File: src/rtl/core/gsp_pkg.sv
// Shared types and character codes for the geometry string parser.
// Used by every module of the parser; depends on nothing.
`default_nettype none

package gsp_pkg;

    localparam int unsigned CHAR_BITS = 8;
    localparam int unsigned MASK_BITS = 6;
    localparam int unsigned OFFSET_BITS = 17;
    localparam int unsigned SIZE_BITS = 16;

    localparam logic [CHAR_BITS-1:0] CHAR_NUL   = 8'h00;
    localparam logic [CHAR_BITS-1:0] CHAR_EQ    = 8'h3D;
    localparam logic [CHAR_BITS-1:0] CHAR_LX    = 8'h78;
    localparam logic [CHAR_BITS-1:0] CHAR_UX    = 8'h58;
    localparam logic [CHAR_BITS-1:0] CHAR_PLUS  = 8'h2B;
    localparam logic [CHAR_BITS-1:0] CHAR_MINUS = 8'h2D;
    localparam logic [CHAR_BITS-1:0] CHAR_ZERO  = 8'h30;
    localparam logic [CHAR_BITS-1:0] CHAR_NINE  = 8'h39;

    localparam int unsigned MB_X    = 0;
    localparam int unsigned MB_Y    = 1;
    localparam int unsigned MB_W    = 2;
    localparam int unsigned MB_H    = 3;
    localparam int unsigned MB_XNEG = 4;
    localparam int unsigned MB_YNEG = 5;

    typedef enum logic [3:0] {
        PH_START  = 4'd0,
        PH_WSTART = 4'd1,
        PH_WDIG   = 4'd2,
        PH_HSTART = 4'd3,
        PH_HDIG   = 4'd4,
        PH_XSTART = 4'd5,
        PH_XDIG   = 4'd6,
        PH_YSTART = 4'd7,
        PH_YDIG   = 4'd8,
        PH_ERR    = 4'd9
    } gsp_phase_t;

    typedef struct packed {
        logic                 valid;
        logic [CHAR_BITS-1:0] char_code;
    } gsp_item_t;

    typedef struct packed {
        logic [SIZE_BITS-1:0]   height_value;
        logic [SIZE_BITS-1:0]   width_value;
        logic [OFFSET_BITS-1:0] y_offset;
        logic [OFFSET_BITS-1:0] x_offset;
        logic [MASK_BITS-1:0]   value_mask;
    } gsp_result_t;

endpackage

`default_nettype wire

File: src/rtl/core/gsp_input_stage.sv
// Input register of the geometry string parser: holds one character word.
// Depends on gsp_pkg.
`default_nettype none

module gsp_input_stage
    import gsp_pkg::*;
(
    input  wire logic                 clk,
    input  wire logic                 rst_n,
    input  wire logic                 s_tvalid,
    output logic                      s_tready,
    input  wire logic [CHAR_BITS-1:0] s_tdata,
    input  wire logic                 take,
    output gsp_item_t                 item
);

    logic                 valid_reg;
    logic                 valid_next;
    logic [CHAR_BITS-1:0] char_reg;

    assign s_tready = !valid_reg || take;

    always_comb
    begin
        valid_next = valid_reg;
        if (s_tvalid && s_tready)
        begin
            valid_next = 1'b1;
        end
        else if (take)
        begin
            valid_next = 1'b0;
        end
    end

    always_ff @(posedge clk or negedge rst_n)
    begin
        if (!rst_n)
        begin
            valid_reg <= 1'b0;
        end
        else
        begin
            valid_reg <= valid_next;
        end
    end

    always_ff @(posedge clk)
    begin
        if (s_tvalid && s_tready)
        begin
            char_reg <= s_tdata;
        end
    end

    assign item = {valid_reg, char_reg};

endmodule

`default_nettype wire

File: src/rtl/core/gsp_parse_engine.sv
// Parser state and per-character update logic for geometry strings.
// Depends on gsp_pkg; the result is combinational and is registered outside.
`default_nettype none

module gsp_parse_engine
    import gsp_pkg::*;
#(
    parameter int unsigned MAGNITUDE_BITS = 16
)
(
    input  wire logic                 clk,
    input  wire logic                 rst_n,
    input  wire logic                 step,
    input  wire logic [CHAR_BITS-1:0] char_code,
    output gsp_result_t               result
);

    localparam int unsigned SUM_BITS = MAGNITUDE_BITS + 4;

    gsp_phase_t                phase_reg,  phase_next;
    logic                      sign_reg,   sign_next;
    logic [MAGNITUDE_BITS-1:0] acc_reg,    acc_next;
    logic [SIZE_BITS-1:0]      width_reg,  width_next;
    logic [SIZE_BITS-1:0]      height_reg, height_next;
    logic [OFFSET_BITS-1:0]    x_reg,      x_next;
    logic [OFFSET_BITS-1:0]    y_reg,      y_next;
    logic [MASK_BITS-1:0]      mask_reg,   mask_next;

    logic                      is_digit;
    logic                      is_sign;
    logic                      is_minus;
    logic [3:0]                digit;
    logic [SUM_BITS-1:0]       acc_sum;
    logic [MAGNITUDE_BITS-1:0] acc_digit;
    logic [MAGNITUDE_BITS+16:0] acc_wide;
    logic [OFFSET_BITS-1:0]    acc17;
    logic                      x_neg;
    logic                      y_neg;
    logic                      field_done;
    logic [SIZE_BITS-1:0]      width_c;
    logic [SIZE_BITS-1:0]      height_c;
    logic [OFFSET_BITS-1:0]    x_c;
    logic [OFFSET_BITS-1:0]    y_c;
    logic [MASK_BITS-1:0]      mask_c;
    logic [MASK_BITS-1:0]      neg_bit_x;
    logic [MASK_BITS-1:0]      neg_bit_y;

    assign is_digit = (char_code >= CHAR_ZERO) && (char_code <= CHAR_NINE);
    assign is_minus = (char_code == CHAR_MINUS);
    assign is_sign  = (char_code == CHAR_PLUS) || is_minus;
    assign digit    = 4'(char_code - CHAR_ZERO);

    // The accumulator times ten plus the new digit, clamped at the largest magnitude.
    assign acc_sum   = {1'b0, acc_reg, 3'b000} + {3'b000, acc_reg, 1'b0}
                     + SUM_BITS'(digit);
    assign acc_digit = (|acc_sum[SUM_BITS-1:MAGNITUDE_BITS]) ? '1
                                                             : acc_sum[MAGNITUDE_BITS-1:0];

    assign acc_wide = {17'd0, acc_reg};
    assign acc17    = acc_wide[OFFSET_BITS-1:0];
    assign x_neg    = sign_reg ^ mask_reg[MB_XNEG];
    assign y_neg    = sign_reg ^ mask_reg[MB_YNEG];

    assign neg_bit_x = is_minus ? MASK_BITS'(1 << MB_XNEG) : '0;
    assign neg_bit_y = is_minus ? MASK_BITS'(1 << MB_YNEG) : '0;

    // Held values and mask with the field under way folded in.
    always_comb
    begin
        width_c  = width_reg;
        height_c = height_reg;
        x_c      = x_reg;
        y_c      = y_reg;
        mask_c   = mask_reg;
        case (phase_reg)
            PH_WDIG:
            begin
                width_c        = acc17[SIZE_BITS-1:0];
                mask_c[MB_W]   = 1'b1;
            end
            PH_HDIG:
            begin
                height_c       = sign_reg ? (SIZE_BITS'(0) - acc17[SIZE_BITS-1:0])
                                          : acc17[SIZE_BITS-1:0];
                mask_c[MB_H]   = 1'b1;
            end
            PH_XDIG:
            begin
                x_c            = x_neg ? (OFFSET_BITS'(0) - acc17) : acc17;
                mask_c[MB_X]   = 1'b1;
            end
            PH_YDIG:
            begin
                y_c            = y_neg ? (OFFSET_BITS'(0) - acc17) : acc17;
                mask_c[MB_Y]   = 1'b1;
            end
            default:
            begin
            end
        endcase
    end

    assign field_done = (phase_reg == PH_WDIG) || (phase_reg == PH_HDIG)
                     || (phase_reg == PH_XDIG) || (phase_reg == PH_YDIG);

    always_comb
    begin
        if (field_done)
        begin
            result.value_mask   = mask_c;
            result.x_offset     = x_c;
            result.y_offset     = y_c;
            result.width_value  = width_c;
            result.height_value = height_c;
        end
        else
        begin
            result = '0;
        end
    end

    always_comb
    begin
        phase_next  = phase_reg;
        sign_next   = sign_reg;
        acc_next    = acc_reg;
        width_next  = width_reg;
        height_next = height_reg;
        x_next      = x_reg;
        y_next      = y_reg;
        mask_next   = mask_reg;

        if (char_code == CHAR_NUL)
        begin
            phase_next  = PH_START;
            sign_next   = 1'b0;
            acc_next    = '0;
            width_next  = '0;
            height_next = '0;
            x_next      = '0;
            y_next      = '0;
            mask_next   = '0;
        end
        else
        begin
            case (phase_reg)
                PH_START, PH_WSTART:
                begin
                    if ((phase_reg == PH_START) && (char_code == CHAR_EQ))
                    begin
                        phase_next = PH_WSTART;
                    end
                    else if (is_sign)
                    begin
                        mask_next  = mask_reg | neg_bit_x;
                        phase_next = PH_XSTART;
                        sign_next  = 1'b0;
                        acc_next   = '0;
                    end
                    else if (char_code == CHAR_LX)
                    begin
                        phase_next = PH_HSTART;
                        sign_next  = 1'b0;
                        acc_next   = '0;
                    end
                    else if (is_digit)
                    begin
                        acc_next   = acc_digit;
                        phase_next = PH_WDIG;
                    end
                    else
                    begin
                        phase_next = PH_ERR;
                    end
                end
                PH_WDIG:
                begin
                    if (is_digit)
                    begin
                        acc_next = acc_digit;
                    end
                    else if ((char_code == CHAR_LX) || (char_code == CHAR_UX))
                    begin
                        width_next = width_c;
                        mask_next  = mask_c;
                        phase_next = PH_HSTART;
                        sign_next  = 1'b0;
                        acc_next   = '0;
                    end
                    else if (is_sign)
                    begin
                        width_next = width_c;
                        mask_next  = mask_c | neg_bit_x;
                        phase_next = PH_XSTART;
                        sign_next  = 1'b0;
                        acc_next   = '0;
                    end
                    else
                    begin
                        phase_next = PH_ERR;
                    end
                end
                PH_HSTART, PH_XSTART, PH_YSTART:
                begin
                    if (is_sign || is_digit)
                    begin
                        if (is_sign)
                        begin
                            sign_next = is_minus;
                        end
                        else
                        begin
                            acc_next = acc_digit;
                        end
                        case (phase_reg)
                            PH_HSTART: phase_next = PH_HDIG;
                            PH_XSTART: phase_next = PH_XDIG;
                            default:   phase_next = PH_YDIG;
                        endcase
                    end
                    else
                    begin
                        phase_next = PH_ERR;
                    end
                end
                PH_HDIG:
                begin
                    if (is_digit)
                    begin
                        acc_next = acc_digit;
                    end
                    else if (is_sign)
                    begin
                        height_next = height_c;
                        mask_next   = mask_c | neg_bit_x;
                        phase_next  = PH_XSTART;
                        sign_next   = 1'b0;
                        acc_next    = '0;
                    end
                    else
                    begin
                        phase_next = PH_ERR;
                    end
                end
                PH_XDIG:
                begin
                    if (is_digit)
                    begin
                        acc_next = acc_digit;
                    end
                    else if (is_sign)
                    begin
                        x_next     = x_c;
                        mask_next  = mask_c | neg_bit_y;
                        phase_next = PH_YSTART;
                        sign_next  = 1'b0;
                        acc_next   = '0;
                    end
                    else
                    begin
                        phase_next = PH_ERR;
                    end
                end
                PH_YDIG:
                begin
                    if (is_digit)
                    begin
                        acc_next = acc_digit;
                    end
                    else
                    begin
                        phase_next = PH_ERR;
                    end
                end
                default:
                begin
                    phase_next = PH_ERR;
                end
            endcase
        end
    end

    always_ff @(posedge clk or negedge rst_n)
    begin
        if (!rst_n)
        begin
            phase_reg  <= PH_START;
            sign_reg   <= 1'b0;
            acc_reg    <= '0;
            width_reg  <= '0;
            height_reg <= '0;
            x_reg      <= '0;
            y_reg      <= '0;
            mask_reg   <= '0;
        end
        else if (step)
        begin
            phase_reg  <= phase_next;
            sign_reg   <= sign_next;
            acc_reg    <= acc_next;
            width_reg  <= width_next;
            height_reg <= height_next;
            x_reg      <= x_next;
            y_reg      <= y_next;
            mask_reg   <= mask_next;
        end
    end

endmodule

`default_nettype wire

File: src/rtl/core/gsp_output_stage.sv
// Result register of the geometry string parser, drives the master side.
// Depends on gsp_pkg.
`default_nettype none

module gsp_output_stage
    import gsp_pkg::*;
(
    input  wire logic        clk,
    input  wire logic        rst_n,
    input  wire logic        load,
    input  gsp_result_t      result,
    output logic             m_tvalid,
    input  wire logic        m_tready,
    output gsp_result_t      data
);

    logic        valid_reg;
    logic        valid_next;
    gsp_result_t data_reg;

    always_comb
    begin
        valid_next = valid_reg;
        if (load)
        begin
            valid_next = 1'b1;
        end
        else if (m_tready)
        begin
            valid_next = 1'b0;
        end
    end

    always_ff @(posedge clk or negedge rst_n)
    begin
        if (!rst_n)
        begin
            valid_reg <= 1'b0;
        end
        else
        begin
            valid_reg <= valid_next;
        end
    end

    always_ff @(posedge clk)
    begin
        if (load)
        begin
            data_reg <= result;
        end
    end

    assign m_tvalid = valid_reg;
    assign data     = data_reg;

endmodule

`default_nettype wire

File: src/rtl/core/geometry_string_parser_core.sv
// Geometry string parser: one character word per cycle, one result word per string.
// A terminating zero is held until the result register is free, then loads its result word.
// Throughput: one character per cycle; only the result register can hold the input back.
// Reset: asynchronous, active low; clears the parse state and both stage valids.
// Depends on gsp_pkg, gsp_input_stage, gsp_parse_engine and gsp_output_stage.
`default_nettype none

module geometry_string_parser_core
    import gsp_pkg::*;
#(
    parameter int unsigned MAGNITUDE_BITS = 16
)
(
    input  wire logic        clk,
    input  wire logic        rst_n,
    input  wire logic        s_tvalid,
    output logic             s_tready,
    // char_code[7:0]
    input  wire logic [7:0]  s_tdata,
    output logic             m_tvalid,
    input  wire logic        m_tready,
    // value_mask[5:0], x_offset[22:6], y_offset[39:23], width_value[55:40],
    // height_value[71:56]
    output logic [71:0]      m_tdata
);

    gsp_item_t   item;
    gsp_result_t result;
    gsp_result_t out_data;
    logic        out_free;
    logic        take;
    logic        load;

    assign out_free = !m_tvalid || m_tready;
    assign take     = item.valid && ((item.char_code != CHAR_NUL) || out_free);
    assign load     = take && (item.char_code == CHAR_NUL);

    gsp_input_stage u_input
    (
        .clk      (clk),
        .rst_n    (rst_n),
        .s_tvalid (s_tvalid),
        .s_tready (s_tready),
        .s_tdata  (s_tdata),
        .take     (take),
        .item     (item)
    );

    gsp_parse_engine #(
        .MAGNITUDE_BITS (MAGNITUDE_BITS)
    ) u_engine
    (
        .clk       (clk),
        .rst_n     (rst_n),
        .step      (take),
        .char_code (item.char_code),
        .result    (result)
    );

    gsp_output_stage u_output
    (
        .clk      (clk),
        .rst_n    (rst_n),
        .load     (load),
        .result   (result),
        .m_tvalid (m_tvalid),
        .m_tready (m_tready),
        .data     (out_data)
    );

    assign m_tdata = 72'(out_data);

`ifndef SYNTHESIS
    a_neg_implies_present: assert property (@(posedge clk) disable iff (!rst_n)
        m_tvalid |-> ((!out_data.value_mask[MB_XNEG] || out_data.value_mask[MB_X])
                   && (!out_data.value_mask[MB_YNEG] || out_data.value_mask[MB_Y])))
        else $error("Sign bit set for an absent offset.");

    a_absent_is_zero: assert property (@(posedge clk) disable iff (!rst_n)
        m_tvalid |-> ((out_data.value_mask[MB_X] || out_data.x_offset == '0)
                   && (out_data.value_mask[MB_Y] || out_data.y_offset == '0)
                   && (out_data.value_mask[MB_W] || out_data.width_value == '0)
                   && (out_data.value_mask[MB_H] || out_data.height_value == '0)))
        else $error("Absent field carries a nonzero value.");

    a_held_char_kept: assert property (@(posedge clk) disable iff (!rst_n)
        (item.valid && !take) |=> (item.valid && $stable(item.char_code)))
        else $error("Held character word was lost or overwritten.");
`endif

endmodule

`default_nettype wire

File: config.mk
export PLATFORM = sky130hd
export DESIGN_NAME = geometry_string_parser_core
export DESIGN_NICKNAME = d
export VERILOG_FILES = /design/src/rtl/core/gsp_pkg.sv /design/src/rtl/core/gsp_input_stage.sv /design/src/rtl/core/gsp_parse_engine.sv /design/src/rtl/core/gsp_output_stage.sv /design/src/rtl/core/geometry_string_parser_core.sv
export SDC_FILE = /design/constraint.sdc
export NUM_CORES = 1
export LEC_CHECK = 0
export BUFFER_PORTS_ARGS = -buffer_cell sky130_fd_sc_hd__buf_4
export CAP_MARGIN = 10
export CORE_MARGIN = 2
export CORE_UTILIZATION = 60
export CTS_CLUSTER_SIZE = 24
export DETAILED_ROUTE_END_ITERATION = 10
export PLACE_DENSITY = 0.93
export SLEW_MARGIN = 15
export SYNTH_ARGS = -nofsm -noshare
export SYNTH_HDL_FRONTEND = slang
export SYNTH_SLANG_ARGS = --single-unit
File: constraint.sdc
create_clock -name clk -period 4.1 [get_ports clk]
set_input_delay 0.615 -clock clk [delete_from_list [all_inputs] [get_ports clk]]
set_output_delay 0.615 -clock clk [all_outputs]
set_load 0.005 [all_outputs]
Yosys cells after proc, flatten, opt, wreduce, memory -nomap -nowiden

Index checks and enable logic that the tools add are counted.
Widths: inputs -> output; s select.

Input bits: 12
Bits in latches: 0
Memories: 0
Output and inout port bits: 74
Memory bits (read-only): 0
RAM bits: 0
Logic and storage cells: 177
Bits in registers: 158

Eq/ne operators: 27
Div/mod/pow operators: 0
Shift operators: 0
Add/sub/neg operators: 5
Reduce and logical (&&, ||, !) cells: 43
Multiply operators: 0
Mux-type cells: 78
Bitwise gates (word level): 5
Magnitude comparators: 2

Operators with widths:

| kind                  | number |
|---|---|
| $mux 16               | 25 |
| $mux 17               | 6 |
| $pmux 16 s5           | 1 |
| $mux 6                | 10 |
| $mux 4                | 13 |
| $eq 8x6->1 const B    | 3 |
| $ne 3x3->1 const B    | 8 |
| $pmux 4 s6            | 1 |
| $pmux 6 s4            | 1 |
| $add 19x17->20        | 1 |
| $add 20x4->20         | 1 |
| $mux 1                | 18 |
| $or 6x6->6            | 3 |
| $sub 1x16->17 const A | 1 |
| $eq 4x3->1 const B    | 4 |
| $eq 8x7->1 const B    | 2 |
| $reduce_and 8->1      | 2 |
| $sub 1x16->16 const A | 1 |
| $ne 3x2->1 const B    | 4 |
| $reduce_and 4->1      | 3 |
| $reduce_bool 2->1     | 6 |
| $reduce_and 5->1      | 2 |
| $reduce_bool 5->1     | 2 |
| $logic_or 1x1->1      | 9 |
| other kinds (25)      | 33 |

Depth between registers and ports, before layout

Depth in word-level cells: 10
Depth in mapped cells: 13
Mapped depth without buffers: 12

By module

A second synthesis with hierarchy kept.

Cells, all modules: 951
Area total of the unflattened synthesis: 9039.9 um2

By module, submodules not included:

| module                      | sequential area each (um2) | instances | cells an instance | area each (um2) |
|---|---|---|---|---|
| gsp_parse_engine            | 1901.8                     | 1         | 857               | 6488.7 |
| gsp_output_stage            | 2187.1                     | 1         | 75                | 2198.4 |
| gsp_input_stage             | 265.3                      | 1         | 13                | 301.5 |
| geometry_string_parser_core | 0.0                        | 1         | 6                 | 51.3 |

Least setup slack after synthesis

Ideal clock, no wire load.

Path type: register to register
Start: register u_input.char_reg[1]
End: register u_output.data_reg (netlist bit u_output.data[0]) (enable)
Library setup time: 428 ps
Buffers on the path: 1
Setup slack: 834 ps
Clock period less this slack: 3266 ps
Stages on the path, launching flop included: 6
Data arrival time: 2838 ps
Data required time: 3672 ps
Path through: edfxtp_1 -> nor3_1 -> and3_1 -> clkbuf_1 -> nand3_1 -> inv_1

Longest elaborated chain between the ends: 4
Elaborated cells between the ends (all ways): 5
Those cells by class: reduce/logical: 5

Ends and longest elaborated chain:

| item                   | RTL line                          | RTL |
|---|---|---|
| start, declared        | gsp_input_stage.sv:19             | `logic [CHAR_BITS-1:0] char_reg;` |
| start signal, assigned | gsp_input_stage.sv:52             | `char_reg <= s_tdata;` |
| $reduce_bool 8->1      | geometry_string_parser_core.sv:35 | `assign take = item.valid && ((item.char_code != CHAR_NUL) \|\| out_free);` |
| $logic_or 1x1->1       | geometry_string_parser_core.sv:35 |  |
| $logic_and 1x1->1      | geometry_string_parser_core.sv:35 |  |
| $logic_and 1x1->1 *    | geometry_string_parser_core.sv:36 | `assign load = take && (item.char_code == CHAR_NUL);` |
| net load               | geometry_string_parser_core.sv:32 | `logic load;` |
| end signal, assigned   | gsp_output_stage.sv:50            | `data_reg <= result;` |
| end, declared          | gsp_output_stage.sv:19            | `gsp_result_t data_reg;` |

The timed path passes the listed nets; every way through them passes the cells marked *.
A chain may end at the register's enable or synchronous reset.

Worst setup path after layout

Start: register u_engine.acc_reg[0]
End: register u_engine.acc_reg[12]

Longest elaborated chain between the ends: 10
Elaborated cells between the ends (all ways): 14
Those cells by class: add/sub: 2; mux: 11; reduce/logical: 1

Ends and longest elaborated chain:

| item                   | RTL line                                         | RTL |
|---|---|---|
| start, declared        | gsp_parse_engine.sv:22                           | `logic [MAGNITUDE_BITS-1:0] acc_reg, acc_next;` |
| start signal, assigned | gsp_parse_engine.sv:300                          | `acc_reg <= acc_next;` |
| $add 19x17->20 *       | gsp_parse_engine.sv:54                           | `assign acc_sum = {1'b0, acc_reg, 3'b000} + {3'b000, acc_reg, 1'b0}` |
| $add 20x4->20 *        | gsp_parse_engine.sv:55                           | `+ SUM_BITS'(digit);` |
| $reduce_or 4->1        | gsp_parse_engine.sv:56                           | `assign acc_digit = (\|acc_sum[SUM_BITS-1:MAGNITUDE_BITS]) ? '1` |
| $mux 16 *              | gsp_parse_engine.sv:56                           |  |
| $mux 16                | gsp_parse_engine.sv:166, gsp_parse_engine.sv:266 |  |
| $mux 16                | gsp_parse_engine.sv:160                          | `else if (char_code == CHAR_LX)` |
| $mux 16                | gsp_parse_engine.sv:153                          | `else if (is_sign)` |
| $mux 16                | gsp_parse_engine.sv:149                          | `if ((phase_reg == PH_START) && (char_code == CHAR_EQ))` |
| $pmux 16 s5 *          | gsp_parse_engine.sv:146                          | `case (phase_reg)` |
| $mux 16 *              | gsp_parse_engine.sv:133                          | `if (char_code == CHAR_NUL)` |

Mark *: on every way between the ends. The rest lies on a longest branch, timed or not. The select of a mux whose other input is x is not followed.

==> impl_metrics.csv <==
group,metric,value,unit
clocking,cts_buffers,17,
layout,largest_register_ffs,72,
timing,layout_min_cycle_time,3551,ps
die,core_area,13930,um2
route,firstDrtPassIters,6,
critical_path,r2r_cells,11,
route,wire_per_inst,19.51,um
yosys,syn_inst,877,
place,port_buffers,85,
die,start_util,61.48,%
critical_path,regToRegSetupSlack,550,ps
timing,hold-worst-slack,332.4,ps
timing,final_hold_viol_count,0,
timing,fin_skew,9.014,ps
layout,insertedDiodeCount,0,
yosys,synth.ff_latch_count,158,
place,routabilityCongestion,0.9537,
yosys,yosysWarnings,0,
global_route,grt_antenna_before_repair,0,
route,drt_iter0_drc,1074,
critical_path,path_cells,"fa_1, ha_1, a211o_1, a211oi_1, o21ai_0, a21oi_1, o211a_1, o211ai_1, buf_4, o21ai_0, o21ai_0",
layout,final_common_cell,"nand2_1",
die,dieArea,15250,um2
timing,rsz0062_at_grt,"no",
timing,setup_violations,0,
clocking,cts.reportedPaths.clkPinSlew,60,ps
die,die_x,123.5,um
clocking,holdBufCountCts,0,
timing,fmax,281.6,MHz
layout,fill_cells,944,
critical_path,worstReg2RegStart,"u_engine.acc_reg[0]",
yosys,synth_edf_count,80,
clocking,h-tree-depth,4,
layout,layout_common_cells,"nand2_1, buf_4, nor2_1",
yosys,synthFlopType,"edfxtp_1",
timing,tns,0,ps
hold_path,hold_path.class,"primary input to async pin",
critical_path,critical_path_class,"flop to flop",
timing,slew_violations,0,
critical_path,cp-end-kind,"flop",
timing,worst_slew_pin_slew,1029,ps
clocking,insertion_delay,440,ps
layout,layout-drive-gt1-share,16.49,%
global_route,grt_pass1_vias,6935,
yosys,mappedNetlistNets,923,
clocking,root_buffer,"clkbuf_16",
run_status,status,"complete, no violations",
yosys,syn_area,8567,um2
route,vias_per_cell,6.482,
critical_path,required,4400,ps
route,drc,0,
power_and_ir_drop,p_per_area,541.8,nW/um2
clocking,cts_setup_buffers,0,
critical_path,crit_path_max_incr_delay,600,ps
global_route,grt_max_degree,79,
route,drtAntennaViolNets,0,
power_and_ir_drop,p_leak,4.007,nW
yosys,avgSynthCellArea,9.768,um2
die,ios,86,
clocking,clock_sinks,158,
layout,area_growth,15.66,%
clocking,cts.repair.resized,0,
critical_path,setup.worst_path.start_class,"flop",
route,vias,7338,
yosys,ys_async_sr_fraction,49.37,%
global_route,grt.overflow.total,0,
die,row_count,43,
yosys,ys_types,61,
power_and_ir_drop,power.total,5.369,mW
clocking,cts_tree,"yes",
die,fp.dieH,123.5,um
power_and_ir_drop,ir_worst_vdd,0.3136,mV
clocking,cts.path.max_buffers,2,
critical_path,crit_path_frequent_cell,"o21ai_0",
timing,slew_headroom,31.42,%
global_route,grt_pass1_wl,35020,um
yosys,seq_area_frac_synth,50.83,%
route,routed_wl,22080,um
timing,finalCritPeriodShare,86.61,%
critical_path,critPathArrivalTime,3850,ps
critical_path,path_max_fanout,16,
place,hpwl,14490,um
critical_path,slowest_stage,"dfrtp_1",
run,cap_violations,0,
layout,finalNetCount,985,
critical_path,r2r-end,"u_engine.acc_reg[12]",
global_route,track_usage,30.17,%
area by class of cell:
type	instances	area, um2	area share [%]
multi-input combinational	646	3928	39.64
sequential	158	4354	43.94
tap	180	225.2	2.273
timing repair buffer	103	785.8	7.930
clock buffer	21	460.4	4.647
clock inverter	11	106.4	1.073
inverter	13	48.80	0.4925
power by group:
group / leakage (nW) / total, mW / switching, mW / internal, mW
clock: 0.271 / 1.52 / 0.650 / 0.872
sequential: 1.78 / 1.97 / 0.233 / 1.73
combinational: 1.95 / 1.88 / 1.15 / 0.729
worst max path at each step:
stage                              startpoint                    to  slack [ps]
final                     u_engine.acc_reg[0]  u_engine.acc_reg[12]         550
after global routing      u_engine.acc_reg[0]  u_engine.acc_reg[14]         390
after CTS                 u_engine.acc_reg[0]  u_engine.acc_reg[12]         640
after detailed placement  u_engine.acc_reg[0]  u_engine.acc_reg[12]         660
after global placement    u_engine.acc_reg[0]  u_engine.acc_reg[12]         820
after floorplan           u_input.char_reg[1]      u_output.data[0]         830
logic make-up after synthesis:
group	Yosys count	synth area share, %
AND/OR/NAND/NOR	315	16.80
AO/OA/AOI/OAI	246	18.42
flip-flops	158	50.83
buffers and inverters	73	3.388
XOR/XNOR	48	5.083
adder cells (fa/ha/maj)	34	5.141
multiplexers	3	0.3505
Yosys cell counts, types with 19 or more instances:
master | n | area [um2]
xor2_1 | 20 | 175.2
clkbuf_1 | 52 | 195.2
dfrtp_1 | 78 | 1952
nand2_1 | 132 | 495.5
edfxtp_1 | 80 | 2402
ha_1 | 32 | 400.4
o21ai_0 | 73 | 365.4
a21oi_1 | 56 | 280.3
nor3_1 | 19 | 95.09
nor2_1 | 83 | 311.6
a211oi_1 | 36 | 270.3
xnor2_1 | 26 | 227.7
per-layer routing:
layer,track usage [%],routed length [um]
met5,0,0
met4,14.42,911
met3,7.334,2169
met2,47.63,10560
met1,39.27,8446
stage by stage:
step	cells	util [%]	worst slack, ps	area (um2)
final	1132	71.11	548.9	9908
after global routing	1132	71.11	390.4	9908
after CTS	1132	71.11	639.2	9908
after detailed placement	1100	67.04	664.8	9341
after global placement	1100	67.04	822.8	9341
after floorplan	877	-	833.8	8567
worst max-delay path, delay by kind of cell, from the launching register on:
kind            cells  cell delay, ps
flops               1             600
fa+ha+maj           2             850
compound gates      8            1740
buf+inv             1             210
(Power assumes the default switching activity.)
